`src/vrym_pkg.sv`:
```
package vrym_pkg;

   localparam int STILL_LIMIT = 32;
   localparam int STILL_SAT   = 255;

   localparam int PULSE_MIN   = 850;
   localparam int PULSE_MAX   = 2200;
   localparam int DEAD_LO     = 1480;
   localparam int DEAD_HI     = 1520;
   localparam int PULSE_MID   = 1500;
   localparam int STEER_OFS   = 50154;
   localparam int STEER_SLOPE = 33;
   localparam int STEER_GAIN  = 3217;
   localparam int STEER_DIV   = 180;
   localparam int K1_GAIN     = 13;
   localparam int K2_NUM      = 654;
   localparam int K4_NUM      = 8;
   localparam int K5_OFS      = 186;
   localparam int K5_GAIN     = 3;

   // serial multiplier: 34-bit signed x 22-bit signed
   localparam int MA_W      = 34;
   localparam int MB_W      = 22;
   localparam int MP_W      = MA_W + MB_W + 1;
   localparam int MUL_STEPS = MB_W;

   // serial divider: 46-bit signed dividend, 44-bit signed divisor
   localparam int DN_W      = 46;
   localparam int DD_W      = 44;
   localparam int DIV_STEPS = 45;

   typedef enum logic [12:0] {
      S_IDLE = 13'b0000000000001,
      S_VEL  = 13'b0000000000010,
      S_MT   = 13'b0000000000100,
      S_D180 = 13'b0000000001000,
      S_VV   = 13'b0000000010000,
      S_K2   = 13'b0000000100000,
      S_K4   = 13'b0000001000000,
      S_K5   = 13'b0000010000000,
      S_KD   = 13'b0000100000000,
      S_ND   = 13'b0001000000000,
      S_NS   = 13'b0010000000000,
      S_DY   = 13'b0100000000000,
      S_FIN  = 13'b1000000000000
   } state_type;

   // divide by 2**k, halves rounded away from zero
   function automatic logic signed [63:0] rshr(input logic signed [63:0] n,
                                               input int unsigned k);
      logic [63:0] m;
      logic [63:0] r;
      m = n[63] ? 64'(-n) : 64'(n);
      r = (m + (64'd1 << (k - 1))) >> k;
      rshr = n[63] ? -$signed(r) : $signed(r);
   endfunction

   function automatic logic signed [63:0] satr(input logic signed [63:0] x,
                                               input logic signed [63:0] lo,
                                               input logic signed [63:0] hi);
      if (x < lo) satr = lo;
      else if (x > hi) satr = hi;
      else satr = x;
   endfunction

   localparam logic signed [63:0] I32_MIN = -64'sd2147483648;
   localparam logic signed [63:0] I32_MAX = 64'sd2147483647;
   localparam logic signed [63:0] V_MIN   = -64'sd2097152;
   localparam logic signed [63:0] V_MAX   = 64'sd2097151;

endpackage

```
`src/vrym_mul.sv`:
```
module vrym_mul (
   input  logic                                clock,
   input  logic                                reset,
   input  logic                                start,
   input  logic signed [vrym_pkg::MA_W-1:0]    a,
   input  logic signed [vrym_pkg::MB_W-1:0]    b,
   output logic                                done,
   output logic signed [vrym_pkg::MP_W-1:0]    prod
);

   localparam int AW = vrym_pkg::MA_W;
   localparam int BW = vrym_pkg::MB_W;
   localparam int SW = AW + BW;

   logic [SW-1:0] sh_ff, sh_in;
   logic [SW-1:0] acc_ff, acc_in;
   logic [BW-1:0] bm_ff, bm_in;
   logic          neg_ff;
   logic [4:0]    cnt_ff;
   logic          busy_ff;
   logic          done_ff;
   logic signed [vrym_pkg::MP_W-1:0] prod_ff;

   logic [AW-1:0] am;
   logic [BW-1:0] bm;

   always_comb begin
      am     = a[AW-1] ? AW'(-a) : AW'(a);
      bm     = b[BW-1] ? BW'(-b) : BW'(b);
      acc_in = bm_ff[0] ? acc_ff + sh_ff : acc_ff;
      sh_in  = sh_ff << 1;
      bm_in  = bm_ff >> 1;
   end

   always_ff @(posedge clock) begin
      if (reset) begin
         busy_ff <= 1'b0;
         done_ff <= 1'b0;
         cnt_ff  <= '0;
      end else begin
         done_ff <= 1'b0;
         if (start) begin
            busy_ff <= 1'b1;
            cnt_ff  <= 5'(vrym_pkg::MUL_STEPS);
         end else if (busy_ff) begin
            if (cnt_ff != '0) begin
               cnt_ff <= cnt_ff - 5'd1;
            end else begin
               busy_ff <= 1'b0;
               done_ff <= 1'b1;
            end
         end
      end
   end

   always_ff @(posedge clock) begin
      if (start) begin
         sh_ff  <= SW'(am);
         bm_ff  <= bm;
         acc_ff <= '0;
         neg_ff <= a[AW-1] ^ b[BW-1];
      end else if (busy_ff && cnt_ff != '0) begin
         sh_ff  <= sh_in;
         bm_ff  <= bm_in;
         acc_ff <= acc_in;
      end else if (busy_ff) begin
         prod_ff <= neg_ff ? -$signed(vrym_pkg::MP_W'(acc_ff))
                           : $signed(vrym_pkg::MP_W'(acc_ff));
      end
   end

   assign done = done_ff;
   assign prod = prod_ff;

endmodule

```
`src/vrym_div.sv`:
```
module vrym_div (
   input  logic                              clock,
   input  logic                              reset,
   input  logic                              start,
   input  logic signed [vrym_pkg::DN_W-1:0]  num,
   input  logic signed [vrym_pkg::DD_W-1:0]  den,
   output logic                              done,
   output logic signed [vrym_pkg::DN_W-1:0]  quot
);

   localparam int NW = vrym_pkg::DN_W;
   localparam int DW = vrym_pkg::DD_W;
   localparam int MW = vrym_pkg::DIV_STEPS;

   logic [MW-1:0] nm_ff, nm_in;
   logic [DW-1:0] dm_ff;
   logic [MW-1:0] rem_ff, rem_in;
   logic [MW-1:0] q_ff, q_in;
   logic          neg_ff;
   logic [5:0]    cnt_ff;
   logic          busy_ff;
   logic          done_ff;
   logic signed [NW-1:0] quot_ff;

   logic [DW-1:0]        dm;
   logic signed [NW:0]   hs;
   logic signed [NW:0]   np;
   logic [MW-1:0]        nm;
   logic [MW-1:0]        r2;
   logic                 ge;

   always_comb begin
      dm = den[DW-1] ? DW'(-den) : DW'(den);
      hs = (den[DW-1] ^ num[NW-1]) ? -$signed((NW+1)'(dm >> 1))
                                   : $signed((NW+1)'(dm >> 1));
      np = (NW+1)'(num) + hs;
      nm = np[NW] ? MW'(-np) : MW'(np);
      r2 = {rem_ff[MW-2:0], nm_ff[MW-1]};
      ge = r2 >= MW'(dm_ff);
      rem_in = ge ? r2 - MW'(dm_ff) : r2;
      q_in   = {q_ff[MW-2:0], ge};
      nm_in  = nm_ff << 1;
   end

   always_ff @(posedge clock) begin
      if (reset) begin
         busy_ff <= 1'b0;
         done_ff <= 1'b0;
         cnt_ff  <= '0;
      end else begin
         done_ff <= 1'b0;
         if (start) begin
            busy_ff <= 1'b1;
            cnt_ff  <= 6'(vrym_pkg::DIV_STEPS);
         end else if (busy_ff) begin
            if (cnt_ff != '0) begin
               cnt_ff <= cnt_ff - 6'd1;
            end else begin
               busy_ff <= 1'b0;
               done_ff <= 1'b1;
            end
         end
      end
   end

   always_ff @(posedge clock) begin
      if (start) begin
         nm_ff  <= nm;
         dm_ff  <= dm;
         rem_ff <= '0;
         q_ff   <= '0;
         neg_ff <= np[NW] ^ den[DW-1];
      end else if (busy_ff && cnt_ff != '0) begin
         nm_ff  <= nm_in;
         rem_ff <= rem_in;
         q_ff   <= q_in;
      end else if (busy_ff) begin
         quot_ff <= neg_ff ? -$signed(NW'(q_ff)) : $signed(NW'(q_ff));
      end
   end

   assign done = done_ff;
   assign quot = quot_ff;

endmodule

```
`src/velocity_and_reference_yaw_model_top.sv`:
```
// Velocity and reference yaw model. One request is worked at a time. A
// request with zero normalized velocity passes S_VEL to S_FIN and goes
// idle without the arithmetic units. Any other request runs five
// divisions on the bit-serial divider and four products on the
// bit-serial multiplier, which all steps share in turn; a zero
// denominator skips the last product and division. A result waits in an
// output register, so the next request is taken while it is stalled.
module velocity_and_reference_yaw_model_top (
   input  logic               clock,
   input  logic               reset,
   input  logic               req_valid,
   output logic               req_stall,
   input  logic signed [20:0] req_accel_sample,
   input  logic [11:0]        req_steering_pulse,
   output logic               rsp_valid,
   input  logic               rsp_stall,
   output logic signed [21:0] rsp_velocity,
   output logic signed [31:0] rsp_reference_yaw,
   output logic signed [31:0] rsp_yaw_numerator,
   output logic signed [31:0] rsp_yaw_denominator,
   output logic               rsp_model_invalid
);

   localparam int AW = vrym_pkg::MA_W;
   localparam int BW = vrym_pkg::MB_W;
   localparam int NW = vrym_pkg::DN_W;
   localparam int DW = vrym_pkg::DD_W;

   vrym_pkg::state_type state_ff;
   logic                launch_ff;

   logic signed [20:0] prev_ff;
   logic signed [31:0] raw_ff;
   logic [7:0]         sc_ff;
   logic signed [31:0] y0_ff, y1_ff;

   logic [11:0]        p_ff;
   logic signed [21:0] v_ff;
   logic signed [32:0] dyaw_ff;
   logic signed [10:0] steer_ff;
   logic signed [43:0] vv_ff;
   logic signed [10:0] k2_ff;
   logic signed [4:0]  k4_ff;
   logic signed [9:0]  k5_ff;
   logic signed [31:0] num_ff, den_ff, yaw_ff;
   logic               inv_ff;

   logic               rsp_valid_ff;
   logic signed [21:0] rsp_vel_ff;
   logic signed [31:0] rsp_yaw_ff, rsp_num_ff, rsp_den_ff;
   logic               rsp_inv_ff;

   logic               accept, out_free;
   logic [7:0]         sc_in;
   logic signed [31:0] raw_in;
   logic [11:0]        p_in;
   logic signed [63:0] tr, v_in, k13;
   logic signed [33:0] x_w;

   logic                  mul_start, mul_done;
   logic signed [AW-1:0]  mul_a;
   logic signed [BW-1:0]  mul_b;
   logic signed [vrym_pkg::MP_W-1:0] mul_p;
   logic                  div_start, div_done;
   logic signed [NW-1:0]  div_n;
   logic signed [DW-1:0]  div_d;
   logic signed [NW-1:0]  div_q;
   logic                  mul_st, div_st;

   assign accept    = req_valid && !req_stall;
   assign req_stall = state_ff != vrym_pkg::S_IDLE;
   assign out_free  = !rsp_valid_ff || !rsp_stall;

   always_comb begin
      if (req_accel_sample == '0) begin
         sc_in = (sc_ff == 8'(vrym_pkg::STILL_SAT)) ? sc_ff : sc_ff + 8'd1;
      end else begin
         sc_in = '0;
      end
      tr = 64'(raw_ff) + 64'(prev_ff)
         + vrym_pkg::rshr(64'(req_accel_sample) - 64'(prev_ff), 1);
      if (sc_in >= 8'(vrym_pkg::STILL_LIMIT)) begin
         raw_in = '0;
      end else begin
         raw_in = 32'(vrym_pkg::satr(tr, vrym_pkg::I32_MIN, vrym_pkg::I32_MAX));
      end
      p_in = req_steering_pulse;
      if (req_steering_pulse < 12'(vrym_pkg::PULSE_MIN)
          || req_steering_pulse > 12'(vrym_pkg::PULSE_MAX)
          || (req_steering_pulse > 12'(vrym_pkg::DEAD_LO)
              && req_steering_pulse < 12'(vrym_pkg::DEAD_HI))) begin
         p_in = 12'(vrym_pkg::PULSE_MID);
      end
      v_in = vrym_pkg::satr(vrym_pkg::rshr(64'(raw_ff), 10),
                            vrym_pkg::V_MIN, vrym_pkg::V_MAX);
      k13  = 64'(dyaw_ff) * 64'(vrym_pkg::K1_GAIN) + 64'(k2_ff);
      x_w  = $signed(34'(vrym_pkg::STEER_OFS)
                     - 34'({22'd0, p_ff}) * 34'(vrym_pkg::STEER_SLOPE));
   end

   always_comb begin
      mul_a = '0;
      mul_b = '0;
      div_n = '0;
      div_d = '0;
      mul_st = 1'b0;
      div_st = 1'b0;
      unique case (state_ff)
         vrym_pkg::S_MT: begin
            mul_st = 1'b1;
            mul_a  = x_w;
            mul_b  = BW'(vrym_pkg::STEER_GAIN);
         end
         vrym_pkg::S_VV: begin
            mul_st = 1'b1;
            mul_a  = AW'(v_ff);
            mul_b  = v_ff;
         end
         vrym_pkg::S_KD: begin
            mul_st = 1'b1;
            mul_a  = AW'(dyaw_ff);
            mul_b  = BW'(k4_ff);
         end
         vrym_pkg::S_NS: begin
            mul_st = 1'b1;
            mul_a  = AW'(num_ff);
            mul_b  = BW'(steer_ff);
         end
         vrym_pkg::S_D180: begin
            div_st = 1'b1;
            div_n  = NW'(mul_p);
            div_d  = DW'(vrym_pkg::STEER_DIV);
         end
         vrym_pkg::S_K2: begin
            div_st = 1'b1;
            div_n  = NW'(vrym_pkg::K2_NUM);
            div_d  = DW'(v_ff);
         end
         vrym_pkg::S_K4: begin
            div_st = 1'b1;
            div_n  = NW'(vrym_pkg::K4_NUM);
            div_d  = DW'(v_ff);
         end
         vrym_pkg::S_K5: begin
            div_st = 1'b1;
            div_n  = NW'(vv_ff) * NW'(vrym_pkg::K5_GAIN) + NW'(vrym_pkg::K5_OFS);
            div_d  = vv_ff;
         end
         vrym_pkg::S_DY: begin
            div_st = 1'b1;
            div_n  = NW'(mul_p);
            div_d  = DW'(den_ff);
         end
         default: begin
            mul_st = 1'b0;
         end
      endcase
   end

   assign mul_start = mul_st && !launch_ff;
   assign div_start = div_st && !launch_ff;

   vrym_mul u_mul (
      .clock (clock),
      .reset (reset),
      .start (mul_start),
      .a     (mul_a),
      .b     (mul_b),
      .done  (mul_done),
      .prod  (mul_p)
   );

   vrym_div u_div (
      .clock (clock),
      .reset (reset),
      .start (div_start),
      .num   (div_n),
      .den   (div_d),
      .done  (div_done),
      .quot  (div_q)
   );

   always_ff @(posedge clock) begin
      if (reset) begin
         state_ff     <= vrym_pkg::S_IDLE;
         launch_ff    <= 1'b0;
         prev_ff      <= '0;
         raw_ff       <= '0;
         sc_ff        <= '0;
         y0_ff        <= '0;
         y1_ff        <= '0;
      end else begin
         if (mul_start || div_start) begin
            launch_ff <= 1'b1;
         end
         unique case (state_ff)
            vrym_pkg::S_IDLE: begin
               if (accept) begin
                  sc_ff    <= sc_in;
                  raw_ff   <= raw_in;
                  prev_ff  <= req_accel_sample;
                  p_ff     <= p_in;
                  state_ff <= vrym_pkg::S_VEL;
               end
            end
            vrym_pkg::S_VEL: begin
               v_ff    <= 22'(v_in);
               dyaw_ff <= 33'(vrym_pkg::rshr(64'(y1_ff) - 64'(y0_ff), 1));
               num_ff  <= '0;
               den_ff  <= '0;
               yaw_ff  <= '0;
               inv_ff  <= (v_in == '0);
               state_ff <= (v_in == '0) ? vrym_pkg::S_FIN : vrym_pkg::S_MT;
            end
            vrym_pkg::S_MT: begin
               if (mul_done) begin
                  launch_ff <= 1'b0;
                  state_ff  <= vrym_pkg::S_D180;
               end
            end
            vrym_pkg::S_D180: begin
               if (div_done) begin
                  launch_ff <= 1'b0;
                  steer_ff  <= 11'(vrym_pkg::rshr(64'(div_q), 10));
                  state_ff  <= vrym_pkg::S_VV;
               end
            end
            vrym_pkg::S_VV: begin
               if (mul_done) begin
                  launch_ff <= 1'b0;
                  vv_ff     <= 44'(mul_p);
                  state_ff  <= vrym_pkg::S_K2;
               end
            end
            vrym_pkg::S_K2: begin
               if (div_done) begin
                  launch_ff <= 1'b0;
                  k2_ff     <= 11'(div_q);
                  state_ff  <= vrym_pkg::S_K4;
               end
            end
            vrym_pkg::S_K4: begin
               if (div_done) begin
                  launch_ff <= 1'b0;
                  k4_ff     <= 5'(div_q);
                  state_ff  <= vrym_pkg::S_K5;
               end
            end
            vrym_pkg::S_K5: begin
               if (div_done) begin
                  launch_ff <= 1'b0;
                  k5_ff     <= 10'(div_q);
                  state_ff  <= vrym_pkg::S_KD;
               end
            end
            vrym_pkg::S_KD: begin
               if (mul_done) begin
                  launch_ff <= 1'b0;
                  num_ff    <= 32'(vrym_pkg::satr(k13, vrym_pkg::I32_MIN,
                                                  vrym_pkg::I32_MAX));
                  den_ff    <= 32'(vrym_pkg::satr(64'(mul_p) + 64'(k5_ff),
                                                  vrym_pkg::I32_MIN,
                                                  vrym_pkg::I32_MAX));
                  state_ff  <= vrym_pkg::S_ND;
               end
            end
            vrym_pkg::S_ND: begin
               if (den_ff == '0) begin
                  inv_ff   <= 1'b1;
                  state_ff <= vrym_pkg::S_FIN;
               end else begin
                  state_ff <= vrym_pkg::S_NS;
               end
            end
            vrym_pkg::S_NS: begin
               if (mul_done) begin
                  launch_ff <= 1'b0;
                  state_ff  <= vrym_pkg::S_DY;
               end
            end
            vrym_pkg::S_DY: begin
               if (div_done) begin
                  launch_ff <= 1'b0;
                  yaw_ff    <= 32'(vrym_pkg::satr(vrym_pkg::rshr(64'(div_q), 10),
                                                  vrym_pkg::I32_MIN,
                                                  vrym_pkg::I32_MAX));
                  state_ff  <= vrym_pkg::S_FIN;
               end
            end
            vrym_pkg::S_FIN: begin
               if (out_free) begin
                  y0_ff        <= y1_ff;
                  y1_ff        <= yaw_ff;
                  state_ff     <= vrym_pkg::S_IDLE;
               end
            end
            default: begin
               state_ff <= vrym_pkg::S_IDLE;
            end
         endcase
      end
   end

   always_ff @(posedge clock) begin
      if (reset) begin
         rsp_valid_ff <= 1'b0;
      end else if (state_ff == vrym_pkg::S_FIN && out_free) begin
         rsp_valid_ff <= 1'b1;
      end else if (!rsp_stall) begin
         rsp_valid_ff <= 1'b0;
      end
   end

   always_ff @(posedge clock) begin
      if (state_ff == vrym_pkg::S_FIN && out_free) begin
         rsp_vel_ff <= v_ff;
         rsp_yaw_ff <= yaw_ff;
         rsp_num_ff <= num_ff;
         rsp_den_ff <= den_ff;
         rsp_inv_ff <= inv_ff;
      end
   end

   assign rsp_valid           = rsp_valid_ff;
   assign rsp_velocity        = rsp_vel_ff;
   assign rsp_reference_yaw   = rsp_yaw_ff;
   assign rsp_yaw_numerator   = rsp_num_ff;
   assign rsp_yaw_denominator = rsp_den_ff;
   assign rsp_model_invalid   = rsp_inv_ff;

   a_one_unit: assert property (@(posedge clock) disable iff (reset)
      !(mul_start && div_start))
      else $error("multiplier and divider started together");

   a_done_launched: assert property (@(posedge clock) disable iff (reset)
      (mul_done || div_done) |-> launch_ff)
      else $error("unit finished without a launch");

   a_fin_loads: assert property (@(posedge clock) disable iff (reset)
      (state_ff == vrym_pkg::S_FIN && out_free) |=> rsp_valid_ff)
      else $error("result not presented");

   a_valid_model: assert property (@(posedge clock) disable iff (reset)
      (rsp_valid_ff && !rsp_inv_ff) |-> (rsp_vel_ff != '0 && rsp_den_ff != '0))
      else $error("valid model with zero velocity or denominator");

endmodule
```
`config.mk`:
```
export PLATFORM = sky130hd
export DESIGN_NAME = velocity_and_reference_yaw_model_top
export DESIGN_NICKNAME = d
export VERILOG_FILES = /design/src/vrym_pkg.sv /design/src/vrym_mul.sv /design/src/vrym_div.sv /design/src/velocity_and_reference_yaw_model_top.sv
export SDC_FILE = /design/constraint.sdc
export NUM_CORES = 2
export LEC_CHECK = 0
export ABC_AREA = 1
export ABC_CLOCK_PERIOD_IN_PS = 9500
export BUFFER_PORTS_ARGS = -buffer_cell sky130_fd_sc_hd__buf_2
export CAP_MARGIN = 20
export CORE_UTILIZATION = 40
export CTS_BUF_LIST = sky130_fd_sc_hd__clkbuf_8
export CTS_CLUSTER_SIZE = 14
export DETAILED_ROUTE_END_ITERATION = 10
export PLACE_DENSITY_LB_ADDON = 0.08
export SLEW_MARGIN = 25
export SYNTH_ARGS = -nofsm -noshare
export SYNTH_HDL_FRONTEND = slang
export SYNTH_SLANG_ARGS = --single-unit
```
`constraint.sdc`:
```
create_clock -name clock -period 9.5 [get_ports clock]
set_input_delay 0.95 -clock clock [delete_from_list [all_inputs] [get_ports clock]]
set_output_delay 0.95 -clock clock [all_outputs]
set_load 0.01 [all_outputs]
```
* Word-level counts from Yosys, hierarchy flattened
Index checks and enable logic that the tools add are counted.
** Word-level totals
- Register bits after elaboration :: 936
- Bits of input ports :: 37
- Output and inout bits :: 121
- Logic and storage cells :: 277
** Operators by class
- Add/sub/neg operators :: 33
- $mul :: 3
- Magnitude comparators :: 16
- Eq/ne operators :: 28
- Muxes and demuxes :: 83
- Bitwise gates (word level) :: 10
- Reduce and logical (&&, ||, !) cells :: 57
** Operators by type and width (count)
- 64-bit 2-to-1 mux :: 8
- 32-bit 2-to-1 mux :: 12
- 32-bit case mux with 2 select lines :: 3
- 46-bit case mux with 4 select lines :: 1
- 45-bit 2-to-1 mux :: 4
- 44-bit case mux with 4 select lines :: 1
- 13-bit 2-to-1 mux :: 13
- 13-bit case mux with 13 select lines :: 1
- 34-bit 2-to-1 mux :: 4
- 34-bit case mux with 4 select lines :: 1
- 64-bit by 10-bit adder with 64-bit output (second input constant) :: 2
- 64-bit by 32-bit greater-than comparator with 1-bit output (second input constant) :: 2
- 64-bit by 32-bit less-than comparator with 1-bit output (second input constant) :: 2
- 54-bit negator with 64-bit output :: 2
- 44-bit 2-to-1 mux :: 2
- 22-bit case mux with 4 select lines :: 1
- 22-bit 2-to-1 mux :: 3
- 33-bit by 64-bit adder with 64-bit output :: 1
- 64-bit by 1-bit adder with 64-bit output (second input constant) :: 1
- 64-bit by 22-bit greater-than comparator with 1-bit output (second input constant) :: 1
- 64-bit logical NOT :: 1
- 64-bit by 22-bit less-than comparator with 1-bit output (second input constant) :: 1
- 22-bit negator with 64-bit output :: 1
- 32-bit negator with 64-bit output :: 1
- 80 further kinds :: 161

* Depth between registers and ports, before layout
- Word-level depth :: 11
- Mapped depth :: 61

* Modules after synthesis
From an unflattened synthesis, not the netlist that was laid out.
** Unflattened totals
- Cell total of the unflattened synthesis :: 13604
- Area, all modules :: 90139.0 um^2
** Modules (own cells, without submodules)
- velocity_and_reference_yaw_model_top :: times used 1, cells each 7780, area each 52965.8 um^2
- vrym_div :: times used 1, cells each 3386, area each 21423.0 um^2
- vrym_mul :: times used 1, cells each 2438, area each 15750.1 um^2

* Worst setup path before layout
Ideal clock, no wire load.
- Kind :: register -> register
- Start point :: register prev_ff[20]
- End point :: register raw_ff[10]
- Data arrival time :: 8.581 ns
- Setup slack :: 0.787 ns
- Stages on the path, launching flop included :: 54
- Buffers on the path :: 2
- Clock period less this slack :: 8.713 ns
- Cells stage by stage :: dfxtp_1 -> inv_1 -> ha_1 -> inv_2 -> nor3_2 -> nand4_1 -> or2_1 -> nand3_1 -> nand2_2 -> nand2_2 -> buf_6 -> nand2_1 -> nand2_1 -> inv_1 -> ha_1 -> xor2_1 -> ha_1 -> inv_1 -> (+18 left out) -> nor4_1 -> nand2_1 -> nand3_1 -> a21oi_1 -> inv_1 -> nand2_1 -> o211ai_1 -> nand2_1 -> nand2_1 -> xor2_1 -> nand3_1 -> nor2_1 -> nand4_1 -> nand3_1 -> buf_2 -> nand2_1 -> nand2_1 -> a21oi_1
** Between the ends
- Longest elaborated chain between the ends :: 11
** Ends and longest elaborated chain
- from (decl) :: line velocity_and_reference_yaw_model_top.sv:32 : logic signed [20:0] prev_ff;
- from (signal assigned) :: line velocity_and_reference_yaw_model_top.sv:201 : prev_ff <= req_accel_sample;
- 21-bit by 21-bit subtractor with 22-bit output :: line velocity_and_reference_yaw_model_top.sv:81 : + vrym_pkg::rshr(64'(req_accel_sample) - 64'(prev_ff), 1);
- 22-bit negator with 64-bit output :: line vrym_pkg.sv:53 : m = n[63] ? 64'(-n) : 64'(n);
- 64-bit 2-to-1 mux :: line vrym_pkg.sv:53
- 64-bit by 1-bit adder with 64-bit output :: line vrym_pkg.sv:54 : r = (m + (64'd1 << (k - 1))) >> k;
- 63-bit negator with 64-bit output :: line vrym_pkg.sv:55 : rshr = n[63] ? -$signed(r) : $signed(r);
- 64-bit 2-to-1 mux :: line vrym_pkg.sv:55
- 33-bit by 64-bit adder with 64-bit output (*) :: line velocity_and_reference_yaw_model_top.sv:81
- 64-bit by 32-bit greater-than comparator with 1-bit output :: line vrym_pkg.sv:62 : else if (x > hi) satr = hi;
- 32-bit 2-to-1 mux :: line vrym_pkg.sv:62
- 32-bit 2-to-1 mux (*) :: line vrym_pkg.sv:61 : if (x < lo) satr = lo;
- 32-bit 2-to-1 mux (*) :: line velocity_and_reference_yaw_model_top.sv:82 : if (sc_in >= 8'(vrym_pkg::STILL_LIMIT)) begin
- to (signal assigned) :: line velocity_and_reference_yaw_model_top.sv:200 : raw_ff <= raw_in;
- to (decl) :: line velocity_and_reference_yaw_model_top.sv:33 : logic signed [31:0] raw_ff;
Every way passes the cells marked *; elsewhere a longest branch is shown, timed or not.
A chain may end at the register's enable or synchronous reset.

* Worst setup path after layout
- Start point :: register vv_ff[31]
- End point :: register u_div.nm_ff[42] (data pin)
** Between the ends
- Longest elaborated chain between the ends :: 9
** Ends and longest elaborated chain
- from (decl) :: line velocity_and_reference_yaw_model_top.sv:41 : logic signed [43:0] vv_ff;
- from (signal assigned) :: line velocity_and_reference_yaw_model_top.sv:231 : vv_ff <= 44'(mul_p);
- 44-bit by 3-bit multiplier with 46-bit output or 44-bit case mux with 4 select lines (tied branches) :: line velocity_and_reference_yaw_model_top.sv:146, velocity_and_reference_yaw_model_top.sv:108
- 46-bit by 9-bit adder with 46-bit output or 44-bit negator (tied branches) :: line velocity_and_reference_yaw_model_top.sv:146, vrym_div.sv:33
- 46-bit case mux with 4 select lines or 44-bit 2-to-1 mux (tied branches) :: line velocity_and_reference_yaw_model_top.sv:108, vrym_div.sv:33
- 1-bit XOR or 43-bit negator with 47-bit output (tied branches) :: line vrym_div.sv:34 : hs = (den[DW-1] ^ num[NW-1]) ? -$signed((NW+1)'(dm >> 1))
- 47-bit 2-to-1 mux :: line vrym_div.sv:34
- 46-bit by 47-bit adder with 47-bit output (*) :: line vrym_div.sv:36 : np = (NW+1)'(num) + hs;
- 45-bit negator :: line vrym_div.sv:37 : nm = np[NW] ? MW'(-np) : MW'(np);
- 45-bit 2-to-1 mux (*) :: line vrym_div.sv:37
- 45-bit 2-to-1 mux (*) :: line vrym_div.sv:67 : if (start) begin
- to (signal assigned) :: line vrym_div.sv:68 : nm_ff <= nm;
- to (signal assigned) :: line vrym_div.sv:74 : nm_ff <= nm_in;
- to (decl) :: line vrym_div.sv:15 : logic [MW-1:0] nm_ff, nm_in;
Marks and branches as above.

==> flow_metrics.env <==
export IMPL_async_flop_share=0
export IMPL_max_freq_ghz=0.112
export IMPL_worstHoldPathCells=3
export IMPL_finalSetupViolCount=0
export IMPL_grt_busiest_layer="met2"
export IMPL_grt_first_pass_wirelength_mm=486
export IMPL_holdBufCountCts=0
export IMPL_cts_max_level=4
export IMPL_overflow=0
export IMPL_p_int_mw=13.1
export IMPL_nets=13400
export IMPL_status="finished, final reports clean"
export IMPL_syn_area_sq_mm=0.0861
export IMPL_synth_area_per_cell_sq_um=6.94
export IMPL_antenna_left=0
export IMPL_syn_num_nets=13200
export IMPL_rows=169
export IMPL_post_drt_wl_per_cell_microns=20.9
export IMPL_ys_types=83
export IMPL_grt_max_degree=93
export IMPL_max_cap_viol_count=0
export IMPL_start_util=0.404
export IMPL_preCtsSetupSlack_ns=0.273
export IMPL_io_pin_count=158
export IMPL_power_density_mw_per_mm2=298
export IMPL_yosysSeqAreaShare=0.289
export IMPL_fin_setup_tns_ns=0
export IMPL_finalCritPeriodShare=0.939
export IMPL_critPathArrivalTime_ns=9.61
export IMPL_cts_buffers=178
export IMPL_grt_pass1_vias=79500
export IMPL_placed_cells=15200
export IMPL_rsz0062_at_grt="false"
export IMPL_place_area_sq_mm=0.0903
export IMPL_met2_usage=0.480
export IMPL_hold_path_class="input pin to flip-flop"
export IMPL_met1_usage=0.379
export IMPL_critPathCaptureType="flip-flop"
export IMPL_path_class="flip-flop to flip-flop"
export IMPL_post_cts_buffers=0
export IMPL_die_area_sq_mm=0.217
export IMPL_drt_iter0_markers=6431
export IMPL_ys_seq_elements=936
export IMPL_reg2regPathDepth=40
export IMPL_synth_edf_count=614
export IMPL_finalMaxSlewViolations=0
export IMPL_layout_common_cells="nand2_1, inv_1, nor2_1"
export IMPL_ir_worst_vdd_uv=310
export IMPL_worstPathMaxFanout=15
export IMPL_slew_headroom=0.283
export IMPL_first_pass_iters=9
export IMPL_p_total_mw=28.0
export IMPL_ctsRootBufferMaster="clkbuf_8"
export IMPL_p_sw_frac=0.532
export IMPL_cts_tree="yes"
export IMPL_synthCells=12400
export IMPL_route_detailed_drc=0
export IMPL_power_share_clock=0.149
export IMPL_place_gp_congestion=1.03
export IMPL_holdWs_ns=0.313
export IMPL_slowest_delay_ns=0.67
export IMPL_layout_commonest_cell="nand2_1"
export IMPL_p_leak_nw=46.4
export IMPL_p_switching_mw=14.9
export IMPL_cp_slowest_cell="edfxtp_1"
export IMPL_final_area_sq_mm=0.0939
export IMPL_hold_viol=0
export IMPL_cp_common_cell="nor2_1"
export IMPL_ys_flop_type="edfxtp_1"
export IMPL_ctsResizeCount=0
export IMPL_track_usage=0.293
export IMPL_required_ns=10.19
export IMPL_gr_usage_met3=0.0406
export IMPL_clk_pin_slew_worst_paths_ns=0.06
export IMPL_pwr_share_comb=0.651
export IMPL_via_per_inst=5.34
export IMPL_antenna_found_initial=22
export IMPL_sequentialPowerShare=0.200
export IMPL_insertion_delay_ns=0.99
export IMPL_start_kind="flip-flop"
export IMPL_core_area_sq_mm=0.213
export IMPL_worst_pin_slew_ns=1.08
export IMPL_cts_sinks=936
export IMPL_wl_mm=325
export IMPL_vias=83100
export IMPL_final_util=0.441
export IMPL_fin_ws_ns=0.579
export IMPL_port_buffers=157
export IMPL_yosys_warnings=0
export IMPL_die_x_microns=466
export IMPL_finClkSkew_ns=0.0793
export IMPL_hpwl_mm=266
export IMPL_final_cell_count_no_fill=15600
export IMPL_clk_path_buf_depth=3
export IMPL_fp_dieH_microns=466
export IMPL_syn_to_final_growth_pct=9.13
export IMPL_min_period_ns=8.92
export IMPL_drive_gt1_frac=0.0686
[worst max-delay path: cells and delay by family (launching register included)]
kind / cells / cell delay [ns]
DFF: 1 / 0.67
xor gates and xnor gates: 2 / 0.36
AOI/OAI and AO/OA: 2 / 0.57
adders and majority gates: 4 / 1.67
and+or+nand+nor: 26 / 4.36
buffers and inverters: 6 / 0.97
[registers in the layout, summed over array words and instances (netlist names), 33 cells and up]
register      count
u_div.dm_ff      44
u_div.nm_ff      45
u_mul.sh_ff      56
u_div.rem_ff     44
vv_ff            44
u_mul.prod       57
u_div.quot       46
u_div.q_ff       45
dyaw_ff          33
u_mul.acc_ff     56
[path summary, 6_finish.rpt]
| kind | start | to | slack (ns) |
|---|---|---|---|
| setup reg to reg | vv_ff[31] | u_div.nm_ff[42] | 0.58 |
| hold reg to reg | inv_ff | rsp_model_invalid | 0.42 |
| hold / removal | req_accel_sample[0] | prev_ff[0] | 0.31 |
| setup / recovery | vv_ff[31] | u_div.nm_ff[42] | 0.58 |
[kinds of logic after synthesis]
kind of cell	Yosys count	synth area share
flops	936	0.289
xor+xnor	636	0.0652
fa+ha+maj	734	0.119
mux	4	0.000465
buf+inv	2184	0.0980
simple gates	5808	0.288
compound gates	2104	0.140
[power groups by stage]
stage               Clock, mW  Sequential [mW]  Combinational, mW
floorplan                   0             5.44               13.0
global placement            0             5.66               18.1
detailed placement          0             5.66               18.0
CTS                      4.28             5.58               18.2
global route             4.45             5.65               20.5
finish                   4.16             5.59               18.2
[synthesized netlist by cell type, drive strengths merged (86+ instances only)]
cell type,instances,area [sq um]
clkbuf,180,678
inv,1909,7170
buf,86,553
dfxtp,322,6450
nor2,1491,5970
ha,594,7430
a31oi,112,701
nand4,202,1290
nor3,179,943
nand2,3021,11500
edfxtp,614,18400
o21ai,609,3090
nand3,707,3670
fa,140,2800
xnor2,204,1800
a21oi,899,4550
o22ai,88,557
xor2,432,3810
[metal layers]
layer  share of wire  up-vias  routed length (microns)
met1            0.44    39100                   144000
met5        0.000040        -                       13
li1                -    41300                        -
met2            0.45     2167                   148000
met4           0.053        2                    17200
met3           0.051      530                    16600
[final cells by class]
cell class,count,area (sq um)
Antenna cell,6,15.0
Clock buffer,189,2600
Clock inverter,134,1020
Fill cell,22400,119000
Inverter,1918,7210
Multi-Input combinational cell,9286,52800
Sequential cell,936,24900
Tap cell,2821,3530
Timing Repair Buffer,284,1800
Note: power is estimated with default switching activity, not from simulation.
